## src/rtl/core/vdc_pkg.sv

```systemverilog
// Shared types, constants and coefficient table of the velocity/density converter.
package vdc_pkg;

  // Fixed-point formats
  localparam int FRAC_BITS      = 12;
  localparam int COEF_FRAC_BITS = 20;
  localparam int RND_SHIFT      = COEF_FRAC_BITS - FRAC_BITS;

  localparam int VEL_W  = 16;
  localparam int OUT_W  = 24;
  localparam int ACC_W  = 48;
  localparam int PROD_W = ACC_W + VEL_W + 1;
  localparam int SUM_W  = PROD_W + 1;
  localparam int RND_W  = ACC_W + 1;

  localparam int NUM_CELLS  = 5;
  localparam int CELL_IDX_W = 3;

  // Mode codes
  localparam logic [1:0] MODE_VP_FROM_VS  = 2'd0;
  localparam logic [1:0] MODE_RHO_FROM_VS = 2'd1;
  localparam logic [1:0] MODE_RHO_FROM_VP = 2'd2;
  localparam logic [1:0] MODE_RHO_LINEAR  = 2'd3;

  // Rounding offsets and limits
  localparam logic signed [PROD_W-1:0] HALF_PROD =
    PROD_W'((64'd1 << FRAC_BITS) >> 1);
  localparam logic signed [RND_W-1:0] HALF_OUT =
    RND_W'((64'd1 << RND_SHIFT) >> 1);
  localparam logic signed [SUM_W-1:0] ACC_LIM_HI = 66'sd70368744177664;
  localparam logic signed [SUM_W-1:0] ACC_LIM_LO = -ACC_LIM_HI;
  localparam logic signed [RND_W-1:0] OUT_MAX = 49'sd8388607;
  localparam logic signed [RND_W-1:0] OUT_MIN = -49'sd8388608;

  // Coefficient magnitudes, millionths rounded half up to COEF_FRAC_BITS
  localparam logic signed [ACC_W-1:0] C_VS_VP_4 =
    ACC_W'(((64'd25100 << (COEF_FRAC_BITS + 1)) + 64'd1000000) / 64'd2000000);
  localparam logic signed [ACC_W-1:0] C_VS_VP_3 =
    ACC_W'(((64'd268300 << (COEF_FRAC_BITS + 1)) + 64'd1000000) / 64'd2000000);
  localparam logic signed [ACC_W-1:0] C_VS_VP_2 =
    ACC_W'(((64'd820600 << (COEF_FRAC_BITS + 1)) + 64'd1000000) / 64'd2000000);
  localparam logic signed [ACC_W-1:0] C_VS_VP_1 =
    ACC_W'(((64'd2094700 << (COEF_FRAC_BITS + 1)) + 64'd1000000) / 64'd2000000);
  localparam logic signed [ACC_W-1:0] C_VS_VP_0 =
    ACC_W'(((64'd940900 << (COEF_FRAC_BITS + 1)) + 64'd1000000) / 64'd2000000);

  localparam logic signed [ACC_W-1:0] C_VS_RHO_4 =
    ACC_W'(((64'd16560 << (COEF_FRAC_BITS + 1)) + 64'd1000000) / 64'd2000000);
  localparam logic signed [ACC_W-1:0] C_VS_RHO_3 =
    ACC_W'(((64'd206730 << (COEF_FRAC_BITS + 1)) + 64'd1000000) / 64'd2000000);
  localparam logic signed [ACC_W-1:0] C_VS_RHO_2 =
    ACC_W'(((64'd836680 << (COEF_FRAC_BITS + 1)) + 64'd1000000) / 64'd2000000);
  localparam logic signed [ACC_W-1:0] C_VS_RHO_1 =
    ACC_W'(((64'd1532010 << (COEF_FRAC_BITS + 1)) + 64'd1000000) / 64'd2000000);
  localparam logic signed [ACC_W-1:0] C_VS_RHO_0 =
    ACC_W'(((64'd1226790 << (COEF_FRAC_BITS + 1)) + 64'd1000000) / 64'd2000000);

  localparam logic signed [ACC_W-1:0] C_VP_RHO_5 =
    ACC_W'(((64'd106 << (COEF_FRAC_BITS + 1)) + 64'd1000000) / 64'd2000000);
  localparam logic signed [ACC_W-1:0] C_VP_RHO_4 =
    ACC_W'(((64'd4300 << (COEF_FRAC_BITS + 1)) + 64'd1000000) / 64'd2000000);
  localparam logic signed [ACC_W-1:0] C_VP_RHO_3 =
    ACC_W'(((64'd67100 << (COEF_FRAC_BITS + 1)) + 64'd1000000) / 64'd2000000);
  localparam logic signed [ACC_W-1:0] C_VP_RHO_2 =
    ACC_W'(((64'd472100 << (COEF_FRAC_BITS + 1)) + 64'd1000000) / 64'd2000000);
  localparam logic signed [ACC_W-1:0] C_VP_RHO_1 =
    ACC_W'(((64'd1661200 << (COEF_FRAC_BITS + 1)) + 64'd1000000) / 64'd2000000);

  // Linear law: 2.42 + (2/9) v
  localparam logic signed [ACC_W-1:0] C_LIN_1 =
    ACC_W'(((64'd2 << (COEF_FRAC_BITS + 1)) + 64'd9) / 64'd18);
  localparam logic signed [ACC_W-1:0] C_LIN_0 =
    ACC_W'(((64'd2420000 << (COEF_FRAC_BITS + 1)) + 64'd1000000) / 64'd2000000);

  // Item travelling down the cell row
  typedef struct packed {
    logic                    valid;
    logic [1:0]              mode;
    logic [VEL_W-1:0]        vel;
    logic signed [ACC_W-1:0] acc;
  } vdc_stage_t;

  // Coefficient of Horner step idx (0 = highest degree, degree 5)
  function automatic logic signed [ACC_W-1:0] coef_sel(input logic [1:0] mode,
                                                       input logic [CELL_IDX_W-1:0] idx);
    logic signed [ACC_W-1:0] c;
    c = '0;
    unique case (mode)
      MODE_VP_FROM_VS: begin
        case (idx)
          3'd1:    c = -C_VS_VP_4;
          3'd2:    c = C_VS_VP_3;
          3'd3:    c = -C_VS_VP_2;
          3'd4:    c = C_VS_VP_1;
          3'd5:    c = C_VS_VP_0;
          default: c = '0;
        endcase
      end
      MODE_RHO_FROM_VS: begin
        case (idx)
          3'd1:    c = -C_VS_RHO_4;
          3'd2:    c = C_VS_RHO_3;
          3'd3:    c = -C_VS_RHO_2;
          3'd4:    c = C_VS_RHO_1;
          3'd5:    c = C_VS_RHO_0;
          default: c = '0;
        endcase
      end
      MODE_RHO_FROM_VP: begin
        case (idx)
          3'd0:    c = C_VP_RHO_5;
          3'd1:    c = -C_VP_RHO_4;
          3'd2:    c = C_VP_RHO_3;
          3'd3:    c = -C_VP_RHO_2;
          3'd4:    c = C_VP_RHO_1;
          default: c = '0;
        endcase
      end
      MODE_RHO_LINEAR: begin
        case (idx)
          3'd4:    c = C_LIN_1;
          3'd5:    c = C_LIN_0;
          default: c = '0;
        endcase
      end
      default: c = '0;
    endcase
    return c;
  endfunction

endpackage

```

## src/rtl/core/vdc_cell.sv

```systemverilog
// One Horner cell: acc <- clip(rnd(acc * v) + coef), registered, handed to the next cell.
module vdc_cell (
  input  logic                             clk_i,
  input  logic                             rst_ni,
  input  vdc_pkg::vdc_stage_t              stage_i,
  input  logic signed [vdc_pkg::ACC_W-1:0] coef_i,
  output vdc_pkg::vdc_stage_t              stage_o
);
  import vdc_pkg::*;

  logic signed [PROD_W-1:0] prod;
  logic signed [PROD_W-1:0] prod_rnd;
  logic signed [PROD_W-1:0] prod_shf;
  logic signed [SUM_W-1:0]  sum;
  logic signed [ACC_W-1:0]  acc_d;
  logic signed [ACC_W-1:0]  acc_q;
  logic                     valid_q;
  logic [1:0]               mode_q;
  logic [VEL_W-1:0]         vel_q;

  // Multiply, round half up, add the coefficient
  always_comb begin
    prod     = stage_i.acc * $signed({1'b0, stage_i.vel});
    prod_rnd = prod + HALF_PROD;
    prod_shf = prod_rnd >>> FRAC_BITS;
    sum      = $signed({prod_shf[PROD_W-1], prod_shf})
             + $signed({{(SUM_W-ACC_W){coef_i[ACC_W-1]}}, coef_i});
    // keep the accumulator within +-2^46
    if (sum > ACC_LIM_HI) begin
      acc_d = ACC_W'(ACC_LIM_HI);
    end else if (sum < ACC_LIM_LO) begin
      acc_d = ACC_W'(ACC_LIM_LO);
    end else begin
      acc_d = ACC_W'(sum);
    end
  end

  // Item valid flag
  always_ff @(posedge clk_i or negedge rst_ni) begin
    if (!rst_ni) begin
      valid_q <= 1'b0;
    end else begin
      valid_q <= stage_i.valid;
    end
  end

  // Payload
  always_ff @(posedge clk_i) begin
    mode_q <= stage_i.mode;
    vel_q  <= stage_i.vel;
    acc_q  <= acc_d;
  end

  assign stage_o = '{valid: valid_q, mode: mode_q, vel: vel_q, acc: acc_q};

endmodule

```

## config.mk

```make
export PLATFORM = sky130hd
export DESIGN_NAME = vdc_cell
export DESIGN_NICKNAME = d
export VERILOG_FILES = /design/src/rtl/core/vdc_pkg.sv /design/src/rtl/core/vdc_cell.sv
export SDC_FILE = /design/constraint.sdc
export NUM_CORES = 2
export LEC_CHECK = 0
export ABC_AREA = 1
export BUFFER_PORTS_ARGS = -buffer_cell sky130_fd_sc_hd__buf_2
export CAP_MARGIN = 10
export CORE_MARGIN = 1.5
export CORE_UTILIZATION = 60
export DETAILED_ROUTE_END_ITERATION = 8
export PLACE_DENSITY = 0.78
export SLEW_MARGIN = 20
export SYNTH_ARGS = -nofsm -noshare
export SYNTH_HDL_FRONTEND = slang
export SYNTH_SLANG_ARGS = --single-unit
export TNS_END_PERCENT = 5
```

## constraint.sdc

```tcl
create_clock -name clk_i -period 1.27 [get_ports clk_i]
set_input_delay 0.0635 -clock clk_i [delete_from_list [all_inputs] [get_ports clk_i]]
set_output_delay 0.0635 -clock clk_i [all_outputs]
set_load 0.1 [all_outputs]
```

==> key figures <==
Clocking
  • Root Driver: clkbuf_16
  • Clk sinks: 67
  • CTS buffer count: 9
  • CTS tree: yes
  • CTS clk-pin slew, worst paths: 0.08 ns
  • Htree depth: 3
  • CTS max path bufs: 2

STA
  • Slew Limit Fails: 0
  • Final setup viols: 48
  • Worst Tran Pin Value: 0.519 ns
  • Final hold vios: 0
  • Setup repair after global routing missed its margin: true
  • Fin crit period: 7.57 ns
  • Final WS setup: -6.30 ns
  • Tcrit/Tclk final: 596%
  • Relative slew slack: 65.1%
  • TNS Setup: -299.29 ns
  • Max Fclk: 132 MHz

Synth
  • Async S/R FF share, synth: 1.49%
  • Syn Inst Count: 5072
  • Synth cell count leaders: 1695 x inv_1, 1416 x nand2_1, 713 x fa_1, 243 x ha_1, 217 x nor2_1
  • Synth unique cells: 45
  • Count leader, synth: inv_1
  • Register bit count reported by yosys: 67
  • Sequential area share after synthesis: 3.83%
  • Synth Flop Type: dfxtp_1
  • Mapped Nets: 6145
  • Yosys warns: 0
  • Post-synth EDFFs: 0
  • Avg Cell Area, Syn: 6.93 um2
  • Synth area leader: fa_1
  • Area fraction of the dominant cell type after synthesis: 40.6%
  • Cell Area, Synth: 0.0352 mm2
  • Largest cells by area after synthesis: fa_1 41%, inv_1 18%, nand2_1 15%, ha_1 8.6%, dfxtp_1 3.8%

Setup path
  • CP startpoint kind: primary input
  • CP arrival: 7.89 ns
  • Maximum fanout along the worst path: 7
  • CP peak stage delay: between 0.5 and 0.6 ns
  • Worst setup startpoint: stage_i[56]
  • Setup crit end: acc_q[21]
  • Most frequent CP cell: nand2_1
  • Critical Path Sink Type: flip-flop
  • Critical path class: in -> reg
  • Critical path's slowest cell: fa_1
  • Worst endpoint required time: 1.59 ns

GRT
  • Vias in the first global route: 34.8k
  • Gr usage total: a little under two fifths
  • Largest net degree at the start of global routing: 33
  • First-pass GRT wire length: 173000 um
  • Initial antenna violation count: 3
  • Grt total ovfl: 0

Detailed routing
  • 1st-pass router iterations: 6
  • DRC viols: 0
  • Vias: between 30k and 40k
  • Routed WL: about 110000 um
  • Number of vias per cell: about 5.2
  • Routed Antenna Nets: 0
  • WL/cell: 17.4 um
  • 1st-iter DRT viols: roughly 2.5k

Placed design
  • Detailed Place HPWL: 91900 um
  • Routability congestion estimate: 1.01
  • PortBufs: approximately 180

Die
  • Rows: 88
  • Std-Cell Core Area: just under 0.06 mm2
  • IO Pins: 184
  • Die ar.: roughly 0.060 mm2
  • Die height: 245 um
  • Die Span X: 245 um
  • Starting Density: 60.8%

Job
  • Maxcap violations: 0

Finish
  • Fill count: between 3k and 4k
  • Final net count: 6892
  • Layout cells sized above 1: 25.6%
  • Antenna cells: 0
  • Util after Layout: 79.0%
  • Area Overhead vs Synth: 29.9%

Outcome
  • Outcome: finished with violations
  • Failing checks: negative setup slack

Min path
  • Hold Crit Class: in -> reg
## cell usage in the layout (no fill, tap or decap), types with 7 or more instances in the layout
master and n:
ha_2 8, clkbuf_4 8, ha_4 52, inv_2 39, nor2_2 101, dfxtp_1 66, nand3b_1 19, fa_2 24
nor2_1 118, a31oi_1 10, nand3_1 51, o21ai_1 19, nor2_4 49, a21oi_4 8, buf_12 42, nand2_4 22
xor2_2 9, o21ai_2 11, o21a_1 10, buf_2 169, fa_1 689, nand2_1 1289, xnor2_1 25, a21oi_1 72
o21ai_0 23, nand3_2 22, xor2_1 32, a21oi_2 61, inv_1 1663, nand4_1 27, ha_1 183, buf_6 16
buf_4 654, clkbuf_16 22, nor3_1 7, dlygate4sd3_1 9, nand2_2 111
## worst min path at each step
stage	start	to	slack (ns)	cells after the start
after floorplan	rst_ni	valid_q	-0.23	0
after global placement	rst_ni	valid_q	-0.16	1
after detailed placement	rst_ni	valid_q	-0.16	1
after CTS	stage_i[59]	vel_q[11]	0.01	2
after global routing	stage_i[55]	vel_q[7]	0.02	2
final	stage_i[55]	vel_q[7]	0.01	2
## timing repair
action | in CTS | in global routing
buffers inserted | 5 | 47
hold buffers | 9 | 0
pin swaps | 15 | 190
resized for setup | 69 | 532
endpoints found under the setup margin | 48 | 48
cloned | 1 | 14
hold endpoints to repair | 8 | 0
## layer usage
layer	vias to the layer above	wire [um]	track usage (%)	part of all wire, %
li1	15618	-	-	-
met1	16619	42900	45.5	37
met2	1629	57100	66.0	50
met3	442	8720	3.13	7.6
met4	0	6300	14.6	5.5
met5	-	0	0	0
## layout make-up
| type | instances | area (um2) | share of cell area, % |
|---|---|---|---|
| Timing Repair Buffer | 916 | 7360 | 16.1 |
| Clock inverter | 7 | 75.1 | 0.164 |
| Sequential cell | 67 | 1350 | 2.95 |
| Tap cell | 765 | 957 | 2.10 |
| Multi-Input combinational cell | 3121 | 29300 | 64.2 |
| Clock buffer | 9 | 225 | 0.493 |
| Inverter | 1704 | 6400 | 14.0 |
## through the flow
stage          cells  hold WS [ns]  area (um2)  setup slack (ns)
3_5_place_dp    6498        -0.161       42100             -7.39
6_report        6589        0.0150       45700             -6.30
2_1_floorplan   5072        -0.232       36000             -5.65
4_1_cts         6529        0.0119       42900             -6.29
3_3_place_gp    6498        -0.162       42100             -7.61
5_1_grt         6589        0.0234       45700             -6.66
## registers in the layout, indices dropped and copies added, names as in the netlist
signal,cells
mode_q,2
acc_q,48
valid_q,1
vel_q,16
## worst max-delay path: cells and delay by family
family | cells | cell delay [ns]
AOI/OAI and AO/OA | 2 | 0.54
xor gates and xnor gates | 1 | 0.10
adders and majority gates | 8 | 3.69
buffers and inverters | 10 | 1.20
and+or+nand+nor | 18 | 2.24
## cells by family after synthesis
family / count (synthesis) / share of synthesized area (%)
AO/OA/AOI/OAI: 255 / 4.01
XOR/XNOR: 70 / 1.74
adder cells (fa/ha/maj): 956 / 49.2
buffers and inverters: 1884 / 20.2
AND/OR/NAND/NOR: 1840 / 21.0
flip-flops: 67 / 3.83
Power is not shown: default switching activity piles up to over one toggle a cycle in this logic, so the estimate is an artifact.
