--- src/rtl/core/vdc_pkg.sv ---
// Shared types, constants and coefficient table of the velocity/density converter.
package vdc_pkg;

  // Fixed-point formats
  localparam int FRAC_BITS      = 12;
  localparam int COEF_FRAC_BITS = 20;
  localparam int RND_SHIFT      = COEF_FRAC_BITS - FRAC_BITS;

  localparam int VEL_W  = 16;
  localparam int OUT_W  = 24;
  localparam int ACC_W  = 48;
  localparam int PROD_W = ACC_W + VEL_W + 1;
  localparam int SUM_W  = PROD_W + 1;
  localparam int RND_W  = ACC_W + 1;

  localparam int NUM_CELLS  = 5;
  localparam int CELL_IDX_W = 3;

  // Mode codes
  localparam logic [1:0] MODE_VP_FROM_VS  = 2'd0;
  localparam logic [1:0] MODE_RHO_FROM_VS = 2'd1;
  localparam logic [1:0] MODE_RHO_FROM_VP = 2'd2;
  localparam logic [1:0] MODE_RHO_LINEAR  = 2'd3;

  // Rounding offsets and limits
  localparam logic signed [PROD_W-1:0] HALF_PROD =
    PROD_W'((64'd1 << FRAC_BITS) >> 1);
  localparam logic signed [RND_W-1:0] HALF_OUT =
    RND_W'((64'd1 << RND_SHIFT) >> 1);
  localparam logic signed [SUM_W-1:0] ACC_LIM_HI = 66'sd70368744177664;
  localparam logic signed [SUM_W-1:0] ACC_LIM_LO = -ACC_LIM_HI;
  localparam logic signed [RND_W-1:0] OUT_MAX = 49'sd8388607;
  localparam logic signed [RND_W-1:0] OUT_MIN = -49'sd8388608;

  // Coefficient magnitudes, millionths rounded half up to COEF_FRAC_BITS
  localparam logic signed [ACC_W-1:0] C_VS_VP_4 =
    ACC_W'(((64'd25100 << (COEF_FRAC_BITS + 1)) + 64'd1000000) / 64'd2000000);
  localparam logic signed [ACC_W-1:0] C_VS_VP_3 =
    ACC_W'(((64'd268300 << (COEF_FRAC_BITS + 1)) + 64'd1000000) / 64'd2000000);
  localparam logic signed [ACC_W-1:0] C_VS_VP_2 =
    ACC_W'(((64'd820600 << (COEF_FRAC_BITS + 1)) + 64'd1000000) / 64'd2000000);
  localparam logic signed [ACC_W-1:0] C_VS_VP_1 =
    ACC_W'(((64'd2094700 << (COEF_FRAC_BITS + 1)) + 64'd1000000) / 64'd2000000);
  localparam logic signed [ACC_W-1:0] C_VS_VP_0 =
    ACC_W'(((64'd940900 << (COEF_FRAC_BITS + 1)) + 64'd1000000) / 64'd2000000);

  localparam logic signed [ACC_W-1:0] C_VS_RHO_4 =
    ACC_W'(((64'd16560 << (COEF_FRAC_BITS + 1)) + 64'd1000000) / 64'd2000000);
  localparam logic signed [ACC_W-1:0] C_VS_RHO_3 =
    ACC_W'(((64'd206730 << (COEF_FRAC_BITS + 1)) + 64'd1000000) / 64'd2000000);
  localparam logic signed [ACC_W-1:0] C_VS_RHO_2 =
    ACC_W'(((64'd836680 << (COEF_FRAC_BITS + 1)) + 64'd1000000) / 64'd2000000);
  localparam logic signed [ACC_W-1:0] C_VS_RHO_1 =
    ACC_W'(((64'd1532010 << (COEF_FRAC_BITS + 1)) + 64'd1000000) / 64'd2000000);
  localparam logic signed [ACC_W-1:0] C_VS_RHO_0 =
    ACC_W'(((64'd1226790 << (COEF_FRAC_BITS + 1)) + 64'd1000000) / 64'd2000000);

  localparam logic signed [ACC_W-1:0] C_VP_RHO_5 =
    ACC_W'(((64'd106 << (COEF_FRAC_BITS + 1)) + 64'd1000000) / 64'd2000000);
  localparam logic signed [ACC_W-1:0] C_VP_RHO_4 =
    ACC_W'(((64'd4300 << (COEF_FRAC_BITS + 1)) + 64'd1000000) / 64'd2000000);
  localparam logic signed [ACC_W-1:0] C_VP_RHO_3 =
    ACC_W'(((64'd67100 << (COEF_FRAC_BITS + 1)) + 64'd1000000) / 64'd2000000);
  localparam logic signed [ACC_W-1:0] C_VP_RHO_2 =
    ACC_W'(((64'd472100 << (COEF_FRAC_BITS + 1)) + 64'd1000000) / 64'd2000000);
  localparam logic signed [ACC_W-1:0] C_VP_RHO_1 =
    ACC_W'(((64'd1661200 << (COEF_FRAC_BITS + 1)) + 64'd1000000) / 64'd2000000);

  // Linear law: 2.42 + (2/9) v
  localparam logic signed [ACC_W-1:0] C_LIN_1 =
    ACC_W'(((64'd2 << (COEF_FRAC_BITS + 1)) + 64'd9) / 64'd18);
  localparam logic signed [ACC_W-1:0] C_LIN_0 =
    ACC_W'(((64'd2420000 << (COEF_FRAC_BITS + 1)) + 64'd1000000) / 64'd2000000);

  // Item travelling down the cell row
  typedef struct packed {
    logic                    valid;
    logic [1:0]              mode;
    logic [VEL_W-1:0]        vel;
    logic signed [ACC_W-1:0] acc;
  } vdc_stage_t;

  // Coefficient of Horner step idx (0 = highest degree, degree 5)
  function automatic logic signed [ACC_W-1:0] coef_sel(input logic [1:0] mode,
                                                       input logic [CELL_IDX_W-1:0] idx);
    logic signed [ACC_W-1:0] c;
    c = '0;
    unique case (mode)
      MODE_VP_FROM_VS: begin
        case (idx)
          3'd1:    c = -C_VS_VP_4;
          3'd2:    c = C_VS_VP_3;
          3'd3:    c = -C_VS_VP_2;
          3'd4:    c = C_VS_VP_1;
          3'd5:    c = C_VS_VP_0;
          default: c = '0;
        endcase
      end
      MODE_RHO_FROM_VS: begin
        case (idx)
          3'd1:    c = -C_VS_RHO_4;
          3'd2:    c = C_VS_RHO_3;
          3'd3:    c = -C_VS_RHO_2;
          3'd4:    c = C_VS_RHO_1;
          3'd5:    c = C_VS_RHO_0;
          default: c = '0;
        endcase
      end
      MODE_RHO_FROM_VP: begin
        case (idx)
          3'd0:    c = C_VP_RHO_5;
          3'd1:    c = -C_VP_RHO_4;
          3'd2:    c = C_VP_RHO_3;
          3'd3:    c = -C_VP_RHO_2;
          3'd4:    c = C_VP_RHO_1;
          default: c = '0;
        endcase
      end
      MODE_RHO_LINEAR: begin
        case (idx)
          3'd4:    c = C_LIN_1;
          3'd5:    c = C_LIN_0;
          default: c = '0;
        endcase
      end
      default: c = '0;
    endcase
    return c;
  endfunction

endpackage

--- src/rtl/core/vdc_round.sv ---
// Output stage: rounds the accumulator to the output format and saturates it.
module vdc_round (
  input  logic                             clk_i,
  input  logic                             rst_ni,
  input  vdc_pkg::vdc_stage_t              stage_i,
  output logic                             done_o,
  output logic signed [vdc_pkg::OUT_W-1:0] result_value_o,
  output logic                             saturated_o
);
  import vdc_pkg::*;

  logic signed [RND_W-1:0] acc_rnd;
  logic signed [RND_W-1:0] res;
  logic signed [OUT_W-1:0] res_d;
  logic                    sat_d;
  logic                    done_q;
  logic signed [OUT_W-1:0] res_q;
  logic                    sat_q;

  // Drop the extra coefficient fraction bits, then clip
  always_comb begin
    acc_rnd = $signed({stage_i.acc[ACC_W-1], stage_i.acc}) + HALF_OUT;
    res     = acc_rnd >>> RND_SHIFT;
    if (res > OUT_MAX) begin
      res_d = OUT_W'(OUT_MAX);
      sat_d = 1'b1;
    end else if (res < OUT_MIN) begin
      res_d = OUT_W'(OUT_MIN);
      sat_d = 1'b1;
    end else begin
      res_d = OUT_W'(res);
      sat_d = 1'b0;
    end
  end

  // Result strobe
  always_ff @(posedge clk_i or negedge rst_ni) begin
    if (!rst_ni) begin
      done_q <= 1'b0;
    end else begin
      done_q <= stage_i.valid;
    end
  end

  // Result payload
  always_ff @(posedge clk_i) begin
    res_q <= res_d;
    sat_q <= sat_d;
  end

  assign done_o         = done_q;
  assign result_value_o = res_q;
  assign saturated_o    = sat_q;

endmodule

--- config.mk ---
export PLATFORM = sky130hd
export DESIGN_NAME = vdc_round
export DESIGN_NICKNAME = d
export VERILOG_FILES = /design/src/rtl/core/vdc_pkg.sv /design/src/rtl/core/vdc_round.sv
export SDC_FILE = /design/constraint.sdc
export NUM_CORES = 1
export LEC_CHECK = 0
export ABC_AREA = 1
export BUFFER_PORTS_ARGS = -buffer_cell sky130_fd_sc_hd__buf_2
export CAP_MARGIN = 40
export CELL_PAD_IN_SITES_DETAIL_PLACEMENT = 1
export CELL_PAD_IN_SITES_GLOBAL_PLACEMENT = 2
export CORE_UTILIZATION = 21
export CTS_CLUSTER_DIAMETER = 80
export DETAILED_ROUTE_END_ITERATION = 8
export PLACE_DENSITY = 0.82
export SLEW_MARGIN = 10
export SYNTH_ARGS = -nofsm -noshare
export SYNTH_HDL_FRONTEND = slang
export SYNTH_SLANG_ARGS = --single-unit
--- constraint.sdc ---
create_clock -name clk_i -period 0.8 [get_ports clk_i]
set_clock_uncertainty 0.2 [all_clocks]
set_input_delay 0.08 -clock clk_i [delete_from_list [all_inputs] [get_ports clk_i]]
set_output_delay 0.08 -clock clk_i [all_outputs]
set_load 0.01 [all_outputs]
==> results.rst <==
.. list-table::
   :header-rows: 1

   * - Metric
     - Value
   * - Residual DRC count
     - 0
   * - Number of standard cells after synthesis
     - 366
   * - Deepest clock path buffer count
     - 2
   * - Port bufs
     - 69
   * - Wire length of the first global-routing pass
     - approximately 15 mm
   * - Leakage power figure
     - 0.002000 uW
   * - Slowest cell on crit path
     - sky130_fd_sc_hd__nand3_4
   * - Starting utilization of the core area
     - 22.03%
   * - Final count of pins violating max slew
     - 0
   * - Hold-fix buffers, CTS
     - 2
   * - Crit Path Class
     - primary input to flip-flop
   * - Arrival @ worst endpoint
     - about 1.9 ns
   * - CTS clk-pin slew, worst paths
     - 0.09 ns
   * - Boundary Pins
     - 95
   * - Relative max-transition margin
     - 84.56%
   * - Hold violation count in the final report
     - 4
   * - Layout Nets
     - 599
   * - Cell row count
     - 36
   * - Crit path buffers/inverters
     - 2
   * - Wire length per cell
     - 15.12 um
   * - Peak supply drop
     - 0.7162 mV
   * - Status
     - finished, violations left
   * - Cell Chain, Critical Path
     - buf_2 > nand2_1 > nor2_1 > nand2_2 > nor2_4 > buf_4 > nand3b_1 > nand2_1 > nand4_1 > nor2_2 > nand3_4 > nand2_4 > nand2_1 > nand2_2
   * - Yosys warns
     - 0
   * - CTS tree
     - yes
   * - Critical Path RT
     - 0.82 ns
   * - Fin cells
     - 661
   * - Cell class contributing the biggest share of worst-path delay
     - simple AND/OR/NAND/NOR gates
   * - Die area
     - 10810 sq um
   * - Hold Worst Slack
     - -0.1119 ns
   * - Critical path's most frequent cell
     - sky130_fd_sc_hd__nand2_1
   * - Gpl congestion
     - 0.8253
   * - Overall routed net length
     - between 9 and 10 mm
   * - Clock tree sinks
     - 26
   * - Number of setup violations in the final report
     - 51
   * - Largest net degree at the start of global routing
     - 16
   * - Routed via count divided by cell count
     - 4.404
   * - Nature of the critical path endpoint
     - flip-flop
   * - Tightest Pin Transition
     - 0.2314 ns
   * - Overflow left after global routing
     - 0
   * - #FFs+latches synth
     - 26
   * - Count of vias placed by the detailed router
     - 2911
   * - Synthesis-to-finish area growth
     - 85.90%
   * - Achievable frequency
     - 531.9 MHz
   * - Final period utilization
     - 235.0%
   * - Final critical-path setup slack
     - -1.080 ns
   * - Count of inserted antenna diode cells
     - 0
   * - Area of the mapped netlist
     - 2183 sq um
   * - Area inside the core boundary
     - 9910 sq um
   * - H-tree depth
     - 1
   * - Synthesized netlist net count
     - 436
   * - Failing checks
     - negative hold slack, negative setup slack
   * - Startpoint types
     - primary input
   * - MaxCap Viol Count
     - 0
   * - Area occupied by multi-input gates
     - ~2000 sq um
   * - Number of DRC markers after the initial detailed-route iteration
     - 121
   * - Clock period minus worst slack
     - ~1.9 ns
   * - Fraction of final layout cells with drive strength greater than 1
     - 54.73%
   * - Placement Setup Slack
     - -1.431 ns
   * - Fillcell total
     - 1288
   * - Number of buffers inserted during clock tree synthesis
     - 3
   * - Power density normalized to cell area
     - 942.0 nW/um^2
   * - Placed instance count
     - 641
   * - Final ANT Viol Nets
     - 0
   * - Number of distinct library cell variants in the gate-level netlist after synthesis
     - 26
   * - Die X-Extent
     - between 100 and 150 um
   * - Unrepaired setup endpoints after global routing
     - yes
   * - First drt pass iteration count
     - 4
   * - Sequential-to-total area share from yosys stat
     - 24.07%
   * - Total track usage
     - 17.75%
   * - HPWL after detailed placement
     - 7.331 mm
   * - Vias in the first global route
     - 3039
   * - Seq. cell area
     - 539.3 sq um
   * - Max stage delay on crit path
     - 0.21 ns
   * - CTS Root Cell
     - sky130_fd_sc_hd__clkbuf_8
   * - Die H
     - between 100 and 150 um
   * - Syn Area/Cell
     - roughly 6 sq um
   * - Antenna violations before repair
     - 0
   * - Maximum net fanout on the critical path
     - 6
   * - Tightest Hold Check Type
     - primary input to asynchronous set/reset pin
[registers in the layout, summed over array words and instances, names as in the netlist]
name            cells
done_o              1
result_value_o     24
saturated_o         1
[placed cells by master, fill, tap and decap left out, types with 7 or more instances in the layout]
master and instances:
sky130_fd_sc_hd__nand2_1 124, sky130_fd_sc_hd__buf_4 85, sky130_fd_sc_hd__buf_2 49, sky130_fd_sc_hd__nand2_2 32, sky130_fd_sc_hd__nor2_1 26, sky130_fd_sc_hd__nor2_4 25
sky130_fd_sc_hd__nand2_4 23, sky130_fd_sc_hd__inv_1 23, sky130_fd_sc_hd__nor2_2 21, sky130_fd_sc_hd__buf_6 15, sky130_fd_sc_hd__dfxtp_1 14, sky130_fd_sc_hd__xor2_1 12
sky130_fd_sc_hd__dfxtp_2 11, sky130_fd_sc_hd__xnor2_1 10, sky130_fd_sc_hd__nand3_1 9, sky130_fd_sc_hd__nand3b_1 9, sky130_fd_sc_hd__nand4_1 7
[per-stage QoR]
stage               setup TNS, ns  util (%)  instance area (sq um)  total power [uW]
global placement           -32.38     32.89                   3259              2397
detailed placement         -34.55     32.89                   3259              2421
finish                     -30.76     40.96                   4059              3823
global route               -34.42     40.96                   4059              4001
CTS                        -28.99     37.45                   3711              3663
floorplan                  -22.96         -                   2215              1861
[synthesized netlist by cell type]
library cell               number  area share [%]
sky130_fd_sc_hd__inv_1         26             4.5
sky130_fd_sc_hd__clkinv_1       1            0.17
sky130_fd_sc_hd__or2_1          1            0.29
sky130_fd_sc_hd__dfxtp_1       25              23
sky130_fd_sc_hd__xnor2_1       11             4.4
sky130_fd_sc_hd__nand2_1      166              29
sky130_fd_sc_hd__buf_6          4             2.1
sky130_fd_sc_hd__nand3_1       10             2.3
sky130_fd_sc_hd__nor2_2         5             1.4
sky130_fd_sc_hd__nor2_1        63              11
sky130_fd_sc_hd__nand3b_1       9             3.1
sky130_fd_sc_hd__nor2_8         1            0.92
sky130_fd_sc_hd__nor3b_4        1            0.86
sky130_fd_sc_hd__o21ai_1        1            0.23
sky130_fd_sc_hd__nand4_1        7             2.0
sky130_fd_sc_hd__nor2_4         4             2.1
sky130_fd_sc_hd__nor3b_1        2            0.69
sky130_fd_sc_hd__nand3_2        2            0.92
sky130_fd_sc_hd__o21ai_4        1            0.75
sky130_fd_sc_hd__xor2_1        12             4.8
sky130_fd_sc_hd__nor3_2         1            0.46
sky130_fd_sc_hd__ha_1           1            0.57
sky130_fd_sc_hd__nand2_2        4             1.1
sky130_fd_sc_hd__dfrtp_1        1             1.1
sky130_fd_sc_hd__nand2_4        5             2.6
sky130_fd_sc_hd__inv_2          2            0.34
[repair_timing]
action	in CTS	in global routing
endpoints found under the hold margin	5	4
buffers inserted	6	2
pin swaps	30	30
gates cloned	5	1
gates resized for setup	78	91
endpoints found under the setup margin	51	51
[cell type report]
| class | count | share of cell area, % |
|---|---|---|
| timing repair buffer | 156 | 28.33 |
| sequential | 26 | 13.29 |
| multi-input combinational | 313 | 49.69 |
| tap | 133 | 4.100 |
| clock buffer | 3 | 1.017 |
| inverter | 29 | 2.836 |
| clock inverter | 1 | 0.7398 |
[worst max-delay path by stage]
stage                      startpoint                             to  depth (start not counted)
final                     stage_i[14]  result_value_o[21]$_SDFF_PN1_                         14
after global routing      stage_i[13]  result_value_o[12]$_SDFF_PN1_                         14
after CTS                  stage_i[8]   result_value_o[5]$_SDFF_PN1_                         17
after detailed placement   stage_i[8]   result_value_o[9]$_SDFF_PN1_                         15
after global placement     stage_i[8]  result_value_o[17]$_SDFF_PN1_                         15
after floorplan            stage_i[8]   result_value_o[0]$_SDFF_PN1_                         17
[power breakdown]
part | internal [uW] | switching, uW
clock | 671 | 429
combinational | 598 | 708
sequential | 1390 | 28.2
[layer usage]
layer	up-vias	share of wire, %	GRT usage, %	routed length (um)
li1	1447	-	-	-
met1	1397	42	21.11	4201
met2	56	54	33.76	5387
met3	11	2.7	1.504	274
met4	0	1.3	4.694	132
met5	-	0	0	0
[kinds of logic after synthesis]
logic type	synth area share, %
and+or+nand+nor	58.11
adders and majority gates	0.5730
buffers and inverters	7.048
AOI/OAI and AO/OA	0.9742
DFF	24.07
xor gates and xnor gates	9.226
No activity file was read; power rests on OpenSTA's default activity.
